<file path="config.mk">
export PLATFORM = sky130hd
export DESIGN_NAME = base64_stream_decoder
export DESIGN_NICKNAME = d
export VERILOG_FILES = /design/src/hw/rtl/b64d_pkg.sv /design/src/hw/rtl/b64d_front.sv /design/src/hw/rtl/b64d_queue.sv /design/src/hw/rtl/b64d_back.sv /design/src/hw/rtl/base64_stream_decoder.sv
export SDC_FILE = /design/constraint.sdc
export NUM_CORES = 1
export LEC_CHECK = 0
export BUFFER_PORTS_ARGS = -buffer_cell sky130_fd_sc_hd__buf_2
export CORE_ASPECT_RATIO = 2
export CORE_MARGIN = 2
export CORE_UTILIZATION = 37
export CTS_BUF_LIST = sky130_fd_sc_hd__clkbuf_4
export DETAILED_ROUTE_END_ITERATION = 16
export PLACE_DENSITY = 0.59
export SKIP_LAST_GASP = 1
export SYNTH_ARGS = -nofsm -noshare
export SYNTH_HDL_FRONTEND = slang
export SYNTH_SLANG_ARGS = --single-unit
</file>
<file path="constraint.sdc">
create_clock -name clk -period 7.1 [get_ports clk]
set_input_delay 0.71 -clock clk [delete_from_list [all_inputs] [get_ports clk]]
set_output_delay 0.71 -clock clk [all_outputs]
set_load 0.01 [all_outputs]
</file>
<file path="src/hw/rtl/b64d_pkg.sv">
package b64d_pkg;

  // Character codes used by the classifier
  localparam logic [7:0] CharSpace = 8'h20;
  localparam logic [7:0] CharTab   = 8'h09;
  localparam logic [7:0] CharCr    = 8'h0D;
  localparam logic [7:0] CharPlus  = 8'h2B;
  localparam logic [7:0] CharSlash = 8'h2F;
  localparam logic [7:0] CharEq    = 8'h3D;

  // Sextet values above the alphabet mark padding and bad characters
  localparam logic [6:0] SextetPad = 7'd64;
  localparam logic [6:0] SextetBad = 7'd65;

  // Status codes carried by the closing item of a text
  typedef enum logic [1:0] {
    STAT_OK      = 2'd0,
    STAT_NO_DATA = 2'd1,
    STAT_LENGTH  = 2'd2,
    STAT_BAD     = 2'd3
  } status_t;

  // Pending-item mask bits of a queue entry, in emit order
  localparam int unsigned PendByte0  = 0;
  localparam int unsigned PendByte1  = 1;
  localparam int unsigned PendByte2  = 2;
  localparam int unsigned PendStatus = 3;

  // One queue entry: a decoded group and/or the closing status
  typedef struct packed {
    logic [23:0] triple;
    logic [3:0]  pend;
    status_t     code;
  } entry_t;

  // Map one character to its sextet, padding or bad code
  function automatic logic [6:0] sextet_of(input logic [7:0] ch);
    logic [6:0] v;
    v = SextetBad;
    if (ch >= 8'h41 && ch <= 8'h5A) begin
      v = 7'(ch - 8'h41);
    end else if (ch >= 8'h61 && ch <= 8'h7A) begin
      v = 7'(ch - 8'h61 + 8'd26);
    end else if (ch >= 8'h30 && ch <= 8'h39) begin
      v = 7'(ch - 8'h30 + 8'd52);
    end else if (ch == CharPlus) begin
      v = 7'd62;
    end else if (ch == CharSlash) begin
      v = 7'd63;
    end else if (ch == CharEq) begin
      v = SextetPad;
    end
    return v;
  endfunction

endpackage

</file>
<file path="src/hw/rtl/b64d_front.sv">
module b64d_front (
  input  logic              clk,
  input  logic              rst_n,
  input  logic              acc,
  input  logic [7:0]        ch,
  input  logic              eot,
  output logic              push,
  output b64d_pkg::entry_t  entry
);

  logic [1:0]  pos_r, pos_nxt;
  logic [17:0] held_r, held_nxt;
  logic        tpad_r, tpad_nxt;
  logic        err_r, err_nxt;
  logic        seen_r, seen_nxt;

  logic        is_space;
  logic [6:0]  v;
  logic        is_pad;
  logic [5:0]  val;
  logic [17:0] held_base;

  // Classify the character
  always_comb begin
    is_space = (ch == b64d_pkg::CharSpace) ||
               (ch >= b64d_pkg::CharTab && ch <= b64d_pkg::CharCr);
    v        = b64d_pkg::sextet_of(ch);
    is_pad   = (v == b64d_pkg::SextetPad);
    val      = v[6] ? 6'd0 : v[5:0];
    held_base = (pos_r == 2'd0) ? 18'd0 : held_r;
  end

  // Group state update and queue entry build
  always_comb begin
    pos_nxt  = pos_r;
    held_nxt = held_r;
    tpad_nxt = tpad_r;
    err_nxt  = err_r;
    seen_nxt = seen_r;
    entry.triple = {held_r, val};
    entry.pend   = '0;
    entry.code   = b64d_pkg::STAT_OK;

    if (!is_space) begin
      seen_nxt = 1'b1;
      if (v == b64d_pkg::SextetBad || (is_pad && pos_r < 2'd2)) begin
        err_nxt = 1'b1;
      end
      if (pos_r != 2'd3) begin
        held_nxt = {held_base[11:0], val};
        if (pos_r == 2'd0) begin
          tpad_nxt = 1'b0;
        end
        if (pos_r == 2'd2) begin
          tpad_nxt = is_pad;
        end
        pos_nxt = pos_r + 2'd1;
      end else begin
        if (!err_nxt) begin
          entry.pend[b64d_pkg::PendByte0] = 1'b1;
          entry.pend[b64d_pkg::PendByte1] = !tpad_r;
          entry.pend[b64d_pkg::PendByte2] = !is_pad;
        end
        pos_nxt  = 2'd0;
        held_nxt = '0;
        tpad_nxt = 1'b0;
      end
    end

    // End of text: close with a status item and start over
    if (eot) begin
      entry.pend[b64d_pkg::PendStatus] = 1'b1;
      if (!seen_nxt) begin
        entry.code = b64d_pkg::STAT_NO_DATA;
      end else if (pos_nxt != 2'd0) begin
        entry.code = b64d_pkg::STAT_LENGTH;
      end else if (err_nxt) begin
        entry.code = b64d_pkg::STAT_BAD;
      end
      pos_nxt  = 2'd0;
      held_nxt = '0;
      tpad_nxt = 1'b0;
      err_nxt  = 1'b0;
      seen_nxt = 1'b0;
    end

    push = acc && (entry.pend != '0);
  end

  always_ff @(posedge clk) begin
    if (!rst_n) begin
      pos_r  <= '0;
      held_r <= '0;
      tpad_r <= 1'b0;
      err_r  <= 1'b0;
      seen_r <= 1'b0;
    end else if (acc) begin
      pos_r  <= pos_nxt;
      held_r <= held_nxt;
      tpad_r <= tpad_nxt;
      err_r  <= err_nxt;
      seen_r <= seen_nxt;
    end
  end

endmodule

</file>
<file path="src/hw/rtl/b64d_queue.sv">
module b64d_queue #(
  parameter int unsigned DEPTH = 4
) (
  input  logic              clk,
  input  logic              rst_n,
  input  logic              push,
  input  b64d_pkg::entry_t  din,
  input  logic              pop,
  output logic              full,
  output logic              nonempty,
  output b64d_pkg::entry_t  dout
);

  localparam int unsigned CW = $clog2(DEPTH + 1);

  b64d_pkg::entry_t slot_r [DEPTH];
  b64d_pkg::entry_t slot_nxt [DEPTH];
  logic [CW-1:0]    cnt_r, cnt_nxt;
  logic [CW-1:0]    wr_idx;
  logic             do_pop;
  logic             do_push;

  assign full     = (cnt_r == CW'(DEPTH));
  assign nonempty = (cnt_r != '0);
  assign dout     = slot_r[0];
  assign do_pop   = pop && nonempty;
  assign do_push  = push && !full;

  // Head always sits in slot 0; pop shifts everything down by one
  always_comb begin
    wr_idx = cnt_r - CW'(do_pop);
    for (int i = 0; i < DEPTH; i++) begin
      slot_nxt[i] = slot_r[i];
    end
    if (do_pop) begin
      for (int i = 0; i + 1 < DEPTH; i++) begin
        slot_nxt[i] = slot_r[i + 1];
      end
    end
    for (int i = 0; i < DEPTH; i++) begin
      if (do_push && wr_idx == CW'(i)) begin
        slot_nxt[i] = din;
      end
    end
    cnt_nxt = cnt_r + CW'(do_push) - CW'(do_pop);
  end

  always_ff @(posedge clk) begin
    for (int i = 0; i < DEPTH; i++) begin
      slot_r[i] <= slot_nxt[i];
    end
  end

  always_ff @(posedge clk) begin
    if (!rst_n) begin
      cnt_r <= '0;
    end else begin
      cnt_r <= cnt_nxt;
    end
  end

endmodule

</file>
<file path="src/hw/rtl/b64d_back.sv">
module b64d_back (
  input  logic              clk,
  input  logic              rst_n,
  input  logic              q_nonempty,
  input  b64d_pkg::entry_t  q_data,
  output logic              q_pop,
  output logic              out_valid,
  input  logic              out_stall,
  output logic [7:0]        out_byte,
  output logic              out_is_status,
  output logic [1:0]        out_status_code,
  output logic              out_last_item
);

  b64d_pkg::entry_t cur_r, cur_nxt;
  logic             ov_r, ov_nxt;
  logic [7:0]       byte_r, byte_nxt;
  logic             stat_r, stat_nxt;
  logic [1:0]       code_r, code_nxt;

  logic             out_load;
  logic             emit;
  logic [3:0]       sel;
  logic [3:0]       pend_left;

  // Pick the first pending item of the current entry
  always_comb begin
    sel = 4'b0000;
    if (cur_r.pend[b64d_pkg::PendByte0]) begin
      sel = 4'b0001;
    end else if (cur_r.pend[b64d_pkg::PendByte1]) begin
      sel = 4'b0010;
    end else if (cur_r.pend[b64d_pkg::PendByte2]) begin
      sel = 4'b0100;
    end else if (cur_r.pend[b64d_pkg::PendStatus]) begin
      sel = 4'b1000;
    end
    pend_left = cur_r.pend & ~sel;
  end

  // Output register loads when empty or drained
  always_comb begin
    out_load = !ov_r || !out_stall;
    emit     = out_load && (cur_r.pend != '0);
    q_pop    = q_nonempty && ((cur_r.pend == '0) || (emit && pend_left == '0));

    cur_nxt = cur_r;
    if (emit) begin
      cur_nxt.pend = pend_left;
    end
    if (q_pop) begin
      cur_nxt = q_data;
    end

    ov_nxt   = emit ? 1'b1 : (out_load ? 1'b0 : ov_r);
    byte_nxt = byte_r;
    stat_nxt = stat_r;
    code_nxt = code_r;
    if (emit) begin
      stat_nxt = sel[b64d_pkg::PendStatus];
      code_nxt = sel[b64d_pkg::PendStatus] ? cur_r.code : b64d_pkg::STAT_OK;
      case (1'b1)
        sel[b64d_pkg::PendByte0]: byte_nxt = cur_r.triple[23:16];
        sel[b64d_pkg::PendByte1]: byte_nxt = cur_r.triple[15:8];
        sel[b64d_pkg::PendByte2]: byte_nxt = cur_r.triple[7:0];
        default:                  byte_nxt = 8'd0;
      endcase
    end
  end

  always_ff @(posedge clk) begin
    if (!rst_n) begin
      cur_r <= '0;
      ov_r  <= 1'b0;
    end else begin
      cur_r <= cur_nxt;
      ov_r  <= ov_nxt;
    end
  end

  always_ff @(posedge clk) begin
    byte_r <= byte_nxt;
    stat_r <= stat_nxt;
    code_r <= code_nxt;
  end

  assign out_valid       = ov_r;
  assign out_byte        = byte_r;
  assign out_is_status   = stat_r;
  assign out_status_code = code_r;
  assign out_last_item   = stat_r;

endmodule

</file>
<file path="src/hw/rtl/base64_stream_decoder.sv">
// Channel | Ports                                                | Item
// in      | in_valid, in_stall, in_byte, in_end_of_text          | one text character
// out     | out_valid, out_stall, out_byte, out_is_status,       | data byte or
//         | out_status_code, out_last_item                       | end-of-text status
//
// One character is accepted per clock while the entry queue has room.
// Each character gives up to four output items, sent one per clock from
// the output register while out_stall is low. An accepted character goes
// through a queue slot, the current-entry register and the output register.
// Reset (rst_n low, synchronous) empties the queue and clears group state.
// in_stall rises only when the QUEUE_DEPTH-entry queue is full.
module base64_stream_decoder #(
  parameter int unsigned QUEUE_DEPTH = 4
) (
  input  logic       clk,
  input  logic       rst_n,
  input  logic       in_valid,
  output logic       in_stall,
  input  logic [7:0] in_byte,
  input  logic       in_end_of_text,
  output logic       out_valid,
  input  logic       out_stall,
  output logic [7:0] out_byte,
  output logic       out_is_status,
  output logic [1:0] out_status_code,
  output logic       out_last_item
);

  logic             acc;
  logic             push;
  b64d_pkg::entry_t entry;
  logic             q_full;
  logic             q_nonempty;
  logic             q_pop;
  b64d_pkg::entry_t q_data;

  assign in_stall = q_full;
  assign acc      = in_valid && !q_full;

  // Front: classify characters and build group entries
  b64d_front u_front (
    .clk   (clk),
    .rst_n (rst_n),
    .acc   (acc),
    .ch    (in_byte),
    .eot   (in_end_of_text),
    .push  (push),
    .entry (entry)
  );

  // Entry queue between front and back
  b64d_queue #(
    .DEPTH (QUEUE_DEPTH)
  ) u_queue (
    .clk      (clk),
    .rst_n    (rst_n),
    .push     (push),
    .din      (entry),
    .pop      (q_pop),
    .full     (q_full),
    .nonempty (q_nonempty),
    .dout     (q_data)
  );

  // Back: serialize entries into output items
  b64d_back u_back (
    .clk             (clk),
    .rst_n           (rst_n),
    .q_nonempty      (q_nonempty),
    .q_data          (q_data),
    .q_pop           (q_pop),
    .out_valid       (out_valid),
    .out_stall       (out_stall),
    .out_byte        (out_byte),
    .out_is_status   (out_is_status),
    .out_status_code (out_status_code),
    .out_last_item   (out_last_item)
  );

endmodule

</file>
Word level (Yosys, flattened, before mapping):

Memory sizes are Yosys's and may differ from the RTL's.
Cells that the tools add are included.

* add/sub/neg operators: 9
* $lt $le $gt $ge: 9
* eq/ne operators: 14
* mux-type cells: 49
* bitwise gates (word level): 2
* reduce and logical (&&, ||, !) cells: 37

Operators by type and width (count)
* 2-to-1 mux 30 bit: 4
* 2-to-1 mux 90 bit: 1
* 2-to-1 mux 18 bit: 3
* 2-to-1 mux 7 bit: 5
* equality test 8 x 6 -> 1 bit (second input constant): 4
* 2-to-1 mux 8 bit: 3
* 2-to-1 mux 4 bit: 5
* >= comparator 8 x 7 -> 1 bit (second input constant): 2
* less-or-equal comparator 8 x 7 -> 1 bit (second input constant): 2
* logical AND 1 bit: 16
* 2-to-1 mux 1 bit: 15
* equality test 7 bit (second input constant): 2
* 2-to-1 mux 2 bit: 7
* subtractor 7 bit (second input constant): 2
* 2-to-1 mux 12 bit: 1
* 2-to-1 mux 6 bit: 2
* 2-to-1 mux 3 bit: 3
* >= comparator 8 x 4 -> 1 bit (second input constant): 1
* >= comparator 8 x 6 -> 1 bit (second input constant): 1
* less-or-equal comparator 8 x 4 -> 1 bit (second input constant): 1
* less-or-equal comparator 8 x 6 -> 1 bit (second input constant): 1
* logical NOT 4 bit: 2
* nonzero test 4 bit: 2
* adder 7 x 5 -> 7 bit (second input constant): 1
* 22 further kinds: 34

* register bits after elaboration: 68
* RAM bits: 120
* input port bits: 13
* word-level logic and storage cells: 134
* memories kept: 1

Memories
* u_queue.slot_r: depth 4, bits a word 30, read ports 4, clocked after Yosys merged registers in 0, write ports 4, RTL line b64d_queue.sv:16 `b64d_pkg::entry_t slot_r [DEPTH];`

Logic depth before layout (Yosys ltp):

Gate-level depths: netlist of run 1.

* word-level depth: 20
* gate-level depth with buffers: 18
* gate-level depth less buffers: 14

By module:

A second synthesis of run 1 with hierarchy kept.

* cells, all modules: 688
* area, all modules: 8739.6 sq um

Modules (own cells, without submodules)
* b64d_queue: times used 1, cells an instance 254, area an instance 4994.8 sq um, seq. area each 3663.5 sq um
* b64d_back: times used 1, cells an instance 200, area an instance 1869.3 sq um, seq. area each 950.9 sq um
* b64d_front: times used 1, cells an instance 233, area an instance 1861.8 sq um, seq. area each 460.4 sq um
* base64_stream_decoder: times used 1, cells an instance 1, area an instance 13.8 sq um, seq. area each 0.0 sq um

Worst setup path before layout of run 1:

OpenSTA, ideal clock, no wires.

* kind: in2reg
* start point: input port out_stall
* end point: memory u_queue.slot_r[3][0] (netlist bit) (enable)
* setup time: 0.455 ns
* data arrival time: 4.877 ns
* data required time: 6.645 ns
* slack: 1.768 ns
* stages: 14
* buffers on the path: 2
* cell sequence: and2_1 -> clkbuf_1 -> maj3_1 -> o21a_1 -> nor2_1 -> o32ai_1 -> inv_1 -> clkbuf_1 -> ha_1 -> ha_1 -> xnor2_1 -> and2_1 -> nand2_1 -> nor3_1

RTL lines
* start: declaration: RTL line base64_stream_decoder.sv:22 `input logic out_stall,`
* end: declaration: RTL line b64d_queue.sv:16

==> metrics.txt, run 1 <==
status finished clean; period utilization 61.0%; first-pass GRT wire length about 26 mm; RSZ-0062 raised after global routing no; P&R area growth vs syn 7.59%; vias about 5000; HPWL Detailed between 10 and 15 mm; GPL Wtd Cong 0.816; Crit-path slowest cell dfxtp_1; crit path DAT 4580 ps; synth top area cells edfxtp_1, dfxtp_1, mux2_2; Num Clock Sinks approximately 190; largest net degree at the start of global routing between 50 and 60; Net Sw Frac between 30% and 40%; Core ar. roughly 22000 um^2; Synth async-reset ratio 0%; Vias/cell 5.19; CP Data Required Time ~7300 ps; most common cell after layout, fill and taps aside edfxtp_1; internal power around 2400 uW; share of layout cells above drive strength 1 23.5%; #FFs+latches synth 188; CP top delay family buffers and inverters; total die area roughly 24000 um^2; Starting DRT DRC Count ~270; Synth Area in XOR/XNOR less than 1%; final hold vios 0; final layout net count ~700; post-synthesis adder-cell area fraction under 10%; startpoint types register; Max FO, Critical Path 30; Hold Worst Slack about 480 ps; most frequent cells in the layout edfxtp_1, nand2_1, mux2_2; final worst setup slack 2770 ps; hold buffers post-CTS 0; starting density of the core between 30% and 40%; clk_lat worst skew approximately 570 ps; Max-cap violations 0; final setup fails 0; clock share of power between 10% and 20%; IO buf count 26; Worst IR Drop VDD 0.000254 V; clock root buffer clkbuf_4; drt total wl approximately 16 mm; mux share of post-synthesis cell area a little over a tenth; EDFF count, synth about 130; wire per inst roughly 16 um; most frequent CP cell buf_4; Power Density 405 nW/um^2; sequential fraction of the synthesis area around three fifths; Row Count roughly 80; max-slew violations 0; Setup Skew 18.1 ps; minimum clock period ~4300 ps; largest family of logic cells by synthesized area compound AO/OA/AOI/OAI gates; Hold Crit Class register to register; path type of the worst setup path register to register; cell breakdown of the critical path maj3_1, o21a_1, nor2_1, o32ai_4, buf_4, inv_1, ha_1, ha_1, xnor2_1, nand2_1, nor3_1, o21ai_2, buf_4, nand2_1, buf_4; Critical Path Sink Type register; GRT Util Overall 13.6%; dominant cell type by area after synthesis edfxtp_1; CTS Buf Count 17; Congestion Overflow GR 0; Die Span X around 110 um; dpl ws 2330 ps; Inst Count DP 930; Routed Antenna Nets 0; postcts setup bufs 0; worst slew pin tran about 900 ps; fmax 231 MHz; leakage between 0.003 and 0.004 uW; 1st-pass router iterations 5; Worst slew margin a little under two fifths; fin cells around 960; H-tree levels 4; Netlist cell types between 60 and 70; average size of a mapped cell 12.9 um^2; residual DRC count 0; initial antenna violation count 1; clk buf depth 2; post-synth top area share around 47%; Flop pwr share 53.8%; synth warn 0; syn_nets 681; cells resized by post-CTS repair 0; # IOs 27; Synth Instances around 650; clock transition at the registers of the reported paths about 130 ps; ys flop type edfxtp_1; Buf+Inv Stages, Crit Path 4; mapped cell area 8390 um^2; number of global-route vias before repair ~5000; chip height ~220 um; CTS tree done; combinational share of power 31.7%; Synth Area in Simple Gates between 10 and 15%; complex-gate fraction of the synthesized area approximately an eighth; switching power ~1200 uW; Fin Setup TNS 0 ps; CP peak stage delay a little under 700 ps
## layout make-up
class / count / area, um^2
antenna: 1 / 2.50
clock buffer: 20 / 150
clock inverter: 12 / 100
fill: 2160 / 13400
inverter: 17 / 63.8
multi-input combinational: 408 / 3070
sequential: 188 / 5070
tap: 280 / 350
timing repair buffer: 37 / 213
## final timing paths
path	to	depth (start not counted)	slack (ps)	startpoint
hold / removal	u_back.cur_r[15]	2	480	u_back.cur_r[15]
setup / recovery	u_queue.slot_r[1][2]	15	2770	u_back.cur_r[3]
hold reg to reg	u_back.cur_r[15]	2	480	u_back.cur_r[15]
setup reg to reg	u_queue.slot_r[1][2]	15	2770	u_back.cur_r[3]
## routing by layer
metal | up-vias | track usage [%] | wire length, um
met5 | - | 0 | 0
met4 | 0 | 4.71 | 225
met3 | 19 | 2.81 | 473
met2 | 81 | 22.3 | 7670
met1 | 2441 | 17.9 | 7380
li1 | 2455 | - | -
## power by group through the flow
stage	clock network, uW	registers, uW	logic [uW]
floorplan	0	1960	869
global placement	0	1990	1150
detailed placement	0	2000	1180
CTS	550	1970	1180
global route	598	2010	1300
finish	530	1970	1160
## cell usage after synthesis (all sizes together), types with 2 or more instances
cell	n
inv	17
nor2b	24
nand2b	3
nand2	80
ha	15
and4	2
and3	4
and2	10
nand3	8
a21oi	8
a22o	5
and3b	2
a22oi	30
a31oi	8
edfxtp	131
clkbuf	22
a32o	2
a21boi	30
nor3b	4
o2bb2ai	6
nor3	5
nor2	22
buf	17
a32oi	4
nand3b	3
xnor2	6
or3	2
mux2	78
mux2i	2
dfxtp	57
o21ai	19
o21bai	2
## per-stage QoR
step / instance area [um^2] / util [%] / total power [uW]
final: 9020 / 40.2 / 3660
after CTS: 9020 / 40.2 / 3700
after global placement: 8770 / 39.1 / 3140
after detailed placement: 8770 / 39.1 / 3170
after global routing: 9020 / 40.2 / 3910
after floorplan: 8390 / - / 2830
## worst min-delay path: stages (launching register included)
cell and delay [ps]:
dfxtp_1 330, nand2_1 50, a21boi_0 60
## flip-flops by register name (all words and copies together) (netlist names)
| register | count |
|---|---|
| u_back.out_status_code | 2 |
| u_queue.cnt_r | 3 |
| u_back.cur_r | 30 |
| u_front.pos_r | 2 |
| u_front.tpad_r | 1 |
| u_back.out_byte | 8 |
| u_front.seen_r | 1 |
| u_queue.slot_r | 120 |
| u_back.out_is_status | 1 |
| u_front.held_r | 18 |
| u_front.err_r | 1 |
| u_back.out_valid | 1 |
## kinds of logic after synthesis
kind of cell | after synthesis
flip-flops | 188
AND/OR/NAND/NOR | 172
AO/OA/AOI/OAI | 132
multiplexers | 80
buffers and inverters | 56
adder cells (fa/ha/maj) | 17
XOR/XNOR | 7
Note: power is estimated with default switching activity, not from simulation.
==> run 2: changes to the inputs <==
Settings changed: ABC_AREA set to 1.
Clock period 7.1 ns to 4.15 ns, I/O delays scaled along.
==> run 2 against run 1 <==
Net effect: final area increased by 1.4%; highest routed layer unchanged; non-clock buffer count increased by 2; sequential power increased by 67%; utilization about the same; critical endpoint is now u_queue.slot_r[2][27]; first-iteration DRC count increased by 23%; die area increased by 2.2%; synthesized area increased by 2.3%; hold slack got worse by 390 ps; global-route usage increased by 0.40 points.
==> metrics.txt, run 2 <==
status finished clean; Power Density 702 nW/um^2; final layout net count between 900 and 1000; Synth Instances roughly 900; # IOs 27; Max-cap violations 0; number of global-route vias before repair 5625; clk buf depth 2; max-slew violations 0; Design Area, Final ~9200 um^2; Routed Antenna Nets 0; hold buffers post-CTS 0; largest registers u_queue.slot_r (120), u_back.cur_r (30), u_front.held_r (18); sequential fraction of the synthesis area between 50% and 60%; final setup fails 0; CP peak stage delay ~470 ps; most frequent CP cell inv_1; Congestion Overflow GR 0; H-tree levels 4; Hold Crit Class input port to register; worst slew pin tran ~900 ps; postcts setup bufs 0; Worst IR Drop VDD around 0.00039 V; drt total wl ~16 mm; switching power ~2400 uW; IO buf count 26; cells resized by post-CTS repair 0; crit path to u_queue.slot_r[2][27]; clock root buffer clkbuf_4; Crit-path slowest cell dfxtp_1; Max FO, Critical Path 30; #FFs+latches synth roughly 190; CP startpoint u_back.cur_r[3]; worst r2r dst u_queue.slot_r[2][27]; P&R area growth vs syn 6.69%; Critical Path Sink Type register; path type of the worst setup path register to register; Row Count 78; Die Span X 112 um; wire per inst 13.6 um; vias 5791; Worst slew margin around two fifths; startpoint types register; placed instance area just under 9000 um^2; r2r worst-path depth 17; EDFF count, synth between 100 and 150; first-pass GRT wire length 27.1 mm; GPL Wtd Cong between 0.8 and 0.9; clk_lat worst skew 580 ps; Largest register FFs 120; Vias/cell 4.83; clock share of power 14.4%; clock transition at the registers of the reported paths around 150 ps; period utilization about four fifths; internal power a little over 4000 uW; GRT Util Overall between 10 and 15%; average size of a mapped cell slightly below 10 um^2; combinational share of power between 30% and 40%; Setup Skew approximately 21 ps; HPWL Detailed around 12 mm; Fin Setup TNS 0 ps; fmax between 300 and 400 MHz; CTS tree done; most frequent cells in the layout nand2_1, edfxtp_1, nor2_1; CP Data Required Time roughly 4400 ps; ys flop type edfxtp_1; minimum clock period 3290 ps; share of layout cells above drive strength 1 between 10% and 20%; Synth async-reset ratio 0%; crit path DAT about 3500 ps; most frequent cell after synthesis nand2_1; starting density of the core around 38%; Num Clock Sinks between 150 and 200; Filler Cell Count roughly 2300; Starting DRT DRC Count 328; Flop pwr share about half; final hold vios 0; chip height roughly 220 um; synth warn 0; most flop-heavy register u_queue.slot_r; CTS Buf Count 17; 1st-pass router iterations 4; post-synth top area share a little under half; commonest cells in the netlist nand2_1, edfxtp_1, nor2_1; cell breakdown of the critical path nor2_1, inv_1, nor2_1, inv_1, nor2_1, inv_1, nand2_1, nand2_1, inv_1, ha_1, inv_1, ha_1, inv_1, nor3_1, nand3_4, nand2_1, buf_4; synth top area cells edfxtp_1, dfxtp_1, nand2_1; total die area between 20000 and 25000 um^2; Net Sw Frac 36.6%; setup slack, reg-to-reg ~860 ps; worst reg2reg path startpoint u_back.cur_r[3]; residual DRC count 0; RSZ-0062 raised after global routing no; syn_nets a little over 900; largest net degree at the start of global routing 60; leakage approximately 0.0036 uW; most common cell after layout, fill and taps aside nand2_1; dominant cell type by area after synthesis edfxtp_1; initial antenna violation count 1; Netlist cell types 40; Core ar. ~23000 um^2; mapped cell area 8580 um^2
[run 2: cell count changes in the layout (fill, tap and decap cells not counted), moves of 42 or more]
| cell | delta |
|---|---|
| nand3_1 | +42 |
| inv_1 | +59 |
| mux2_2 | -72 |
| nor2_1 | +66 |
| o21ai_1 | +61 |
| nand2_1 | +141 |
[run 2: area by class of cell]
class | count | area [um^2] | area share, %
Inverter | 83 | 312 | 3.40
Timing Repair Buffer | 39 | 240 | 2.62
Sequential cell | 188 | 5070 | 55.4
Antenna cell | 1 | 2.50 | 0.0273
Tap cell | 280 | 350 | 3.83
Clock buffer | 18 | 135 | 1.48
Clock inverter | 14 | 116 | 1.27
Multi-Input combinational cell | 577 | 2920 | 31.9
[run 2: layer usage]
metal | up-vias | share of wire [%] | GRT usage [%]
li1 | 3012 | - | -
met1 | 2662 | 36 | 12.7
met2 | 85 | 57 | 28.0
met3 | 32 | 2.4 | 2.87
met4 | 0 | 4.3 | 7.74
met5 | - | 0 | 0
[run 2: cells by family after synthesis]
logic type | share of synthesized area (%)
adder cells (fa/ha/maj) | 2.42
flip-flops | 59.2
buffers and inverters | 6.91
AND/OR/NAND/NOR | 19.7
XOR/XNOR | 0.510
AO/OA/AOI/OAI | 11.3
[run 2: how the worst min path moves through the flow]
stage                                  start                    end  cells after the start
after global routing          in_end_of_text   u_queue.slot_r[3][5]                      1
after CTS                     in_end_of_text   u_queue.slot_r[3][5]                      1
final                         in_end_of_text   u_queue.slot_r[3][5]                      1
after global placement    u_front.held_r[16]  u_queue.slot_r[3][28]                      0
after floorplan              u_back.cur_r[0]        u_back.cur_r[0]                      2
after detailed placement  u_front.held_r[16]  u_queue.slot_r[3][28]                      0
[run 2: per-stage QoR]
| stage | power [uW] | std cells | hold WS [ps] | utilization (%) | worst slack [ps] |
|---|---|---|---|---|---|
| finish | 6430 | 1200 | 82.6 | 40.3 | 862 |
| CTS | 6530 | 1199 | 22.6 | 40.2 | 850 |
| global placement | 5540 | 1167 | 441 | 39.1 | 590 |
| global route | 6950 | 1200 | 22.6 | 40.3 | 580 |
| detailed placement | 5600 | 1167 | 445 | 39.1 | 514 |
| floorplan | 5040 | 885 | 430 | - | 292 |
[run 2: power by group through the flow]
stage | clock, uW | combinational (uW) | sequential [uW]
after floorplan | 0 | 1700 | 3340
after global placement | 0 | 2210 | 3330
after detailed placement | 0 | 2250 | 3350
after CTS | 968 | 2260 | 3300
after global routing | 1030 | 2560 | 3370
final | 924 | 2210 | 3290
[run 2: critical path: cells and delay by family (launching register included)]
family	cells	cell delay, ps
AND/OR/NAND/NOR	8	1150
buffers and inverters	7	830
flip-flops	1	470
adder cells (fa/ha/maj)	2	480
==> run 3: changes to the inputs <==
Settings changed: PLACE_DENSITY 0.59 to 0.61.
Clock period 4.15 ns to 2.65 ns, I/O delays scaled along.
==> run 3 against run 2 <==
Net effect: clock skew increased by 3.5 ps; register-to-register slack got worse by 860 ps; fmax up 24%; critical path type unchanged; global-route usage rose by 0.93 points; clock power rose by 97%; flip-flop and latch count stayed put; count of clock-buffer cells in the layout did not move; non-clock buffer count up 99; hold slack better by 41 ps; worst setup slack worse by 860 ps; utilization rose by 6.8 points.
==> metrics.txt, run 3 (same netlist as run 2, synthesis figures left out) <==
share of layout cells above drive strength 1 around 28%; starting density of the core between 30% and 40%; first-pass GRT wire length about 28 mm; final hold vios 0; final layout net count about 1000; 1st-pass router iterations 5; most frequent cells in the layout nand2_1, edfxtp_1, nor2_1; CP peak stage delay 370 ps; final worst setup slack roughly 4.5 ps; Critical Path Sink Type register; H-tree levels 4; GRT Util Overall ~15%; Worst IR Drop VDD slightly below 0.0006 V; residual DRC count 0; clock transition at the registers of the reported paths roughly 140 ps; leakage around 0.0044 uW; chip height between 200 and 250 um; Max-cap violations 0; period utilization around 100%; Max FO, Critical Path 6; worst reg2reg path startpoint u_back.cur_r[3]; Inst Count DP 1238; drt total wl approximately 19 mm; worst slew pin tran about 1100 ps; Congestion Overflow GR 0; status finished clean; worst r2r dst u_queue.slot_r[2][26]; r2r worst-path depth 19; Core ar. 22700 um^2; largest net degree at the start of global routing 37; Worst slew margin ~28%; CTS Buf Count 17; post-layout util 47.1%; HPWL Detailed between 10 and 15 mm; vias 6266; Routed Antenna Nets 0; Num Clock Sinks about 190; Starting DRT DRC Count 300; CP startpoint u_back.cur_r[3]; clk_lat worst skew roughly 570 ps; P&R area growth vs syn 24.7%; wire per inst 14.6 um; most frequent CP cell inv_2; Power Density 1140 nW/um^2; CP top delay family buffers and inverters; Largest register FFs between 100 and 150; dpl ws -370 ps; max-slew violations 0; GPL Wtd Cong roughly 0.85; crit path DAT roughly 3100 ps; CP Data Required Time ~3100 ps; RSZ-0062 raised after global routing yes; Vias/cell around 4.8; CTS tree done; Row Count 78; initial antenna violation count 1; largest registers u_queue.slot_r (120), u_back.cur_r (30), u_front.held_r (18); Crit-path slowest cell dfxtp_2; startpoint types register; minimum clock period between 2000 and 3000 ps; clk buf depth 2; cell breakdown of the critical path nor2_4, inv_2, nor2_4, inv_2, nor2_2, inv_1, nand2_1, nand2_2, inv_2, ha_4, inv_4, ha_4, inv_4, nor3_2, buf_4, nand3_4, buf_12, clkbuf_16, o21ai_1; clock root buffer clkbuf_4; HP Start out_stall; Die Span X approximately 110 um; Setup Skew ~25 ps; fin cells between 1000 and 1500; Hold Crit Class input port to register; Buf+Inv Stages, Crit Path 9; final setup fails 0; Fin Setup TNS 0 ps; crit path to u_queue.slot_r[2][26]; total die area 24500 um^2; fmax approximately 380 MHz; most common cell after layout, fill and taps aside nand2_1; Crit. path cell count 19; setup slack, reg-to-reg between 4 and 5 ps; IO buf count 26; path type of the worst setup path register to register; number of global-route vias before repair approximately 5900; most flop-heavy register u_queue.slot_r; Final Power 12200 uW; # IOs 27
## run 3: cell types whose count changed in the layout (fill, tap and decap cells not counted), sizes merged
cell	before	now
dlygate4sd3	0	2
clkinv	10	6
bufinv	1	5
buf	39	129
nand2	229	236
inv	84	86
clkbuf	18	25
clkinvlp	2	0
## run 3: metal layers
metal / share of wire (%) / GRT usage [%]
met3: 1.7 / 2.82
met1: 32 / 12.5
met4: 2.7 / 6.30
met2: 64 / 32.2
met5: 0 / 0
## run 3: how the worst min path moves through the flow
stage                            endpoint  depth (start not counted)
floorplan            u_queue.slot_r[3][5]                          0
global placement    u_queue.slot_r[3][28]                          0
detailed placement  u_queue.slot_r[3][27]                          0
CTS                      u_back.out_valid                          5
global route             u_back.out_valid                          5
finish                   u_back.out_valid                          5
## run 3: area by class of cell
| class | count | area [um^2] |
|---|---|---|
| timing repair buffer | 138 | 1260 |
| tap | 280 | 350 |
| fill | 2121 | 12000 |
| multi-input combinational | 584 | 3340 |
| antenna | 1 | 2.50 |
| inverter | 83 | 322 |
| clock buffer | 18 | 135 |
| clock inverter | 14 | 211 |
| sequential | 188 | 5080 |
## run 3: repair_timing
action | in CTS | in global routing
setup endpoints to repair | 154 | 182
endpoints found under the hold margin | 2 | 0
pin swaps | 5 | 12
setup buffers | 9 | 7
resized for setup | 9 | 49
gates cloned | 4 | 15
hold buffers | 2 | 0
## run 3: worst reg2reg max path, delay by kind of cell, from the launching register on
kind            cells  cell delay [ps]
buf+inv             9              850
flops               1              370
fa+ha+maj           2              430
compound gates      1              120
simple gates        7              750
## run 3: report_power, final
group	switching, uW	internal (uW)	total, uW
combinational	3120	2090	5210
sequential	345	4840	5190
clock	959	860	1820
total	4430	7790	12200
## run 3: through the flow
step	hold WS (ps)	instance area, um^2
finish	123	10700
global route	124	10700
CTS	83.0	10200
detailed placement	442	9660
global placement	440	9660
floorplan	364	8790
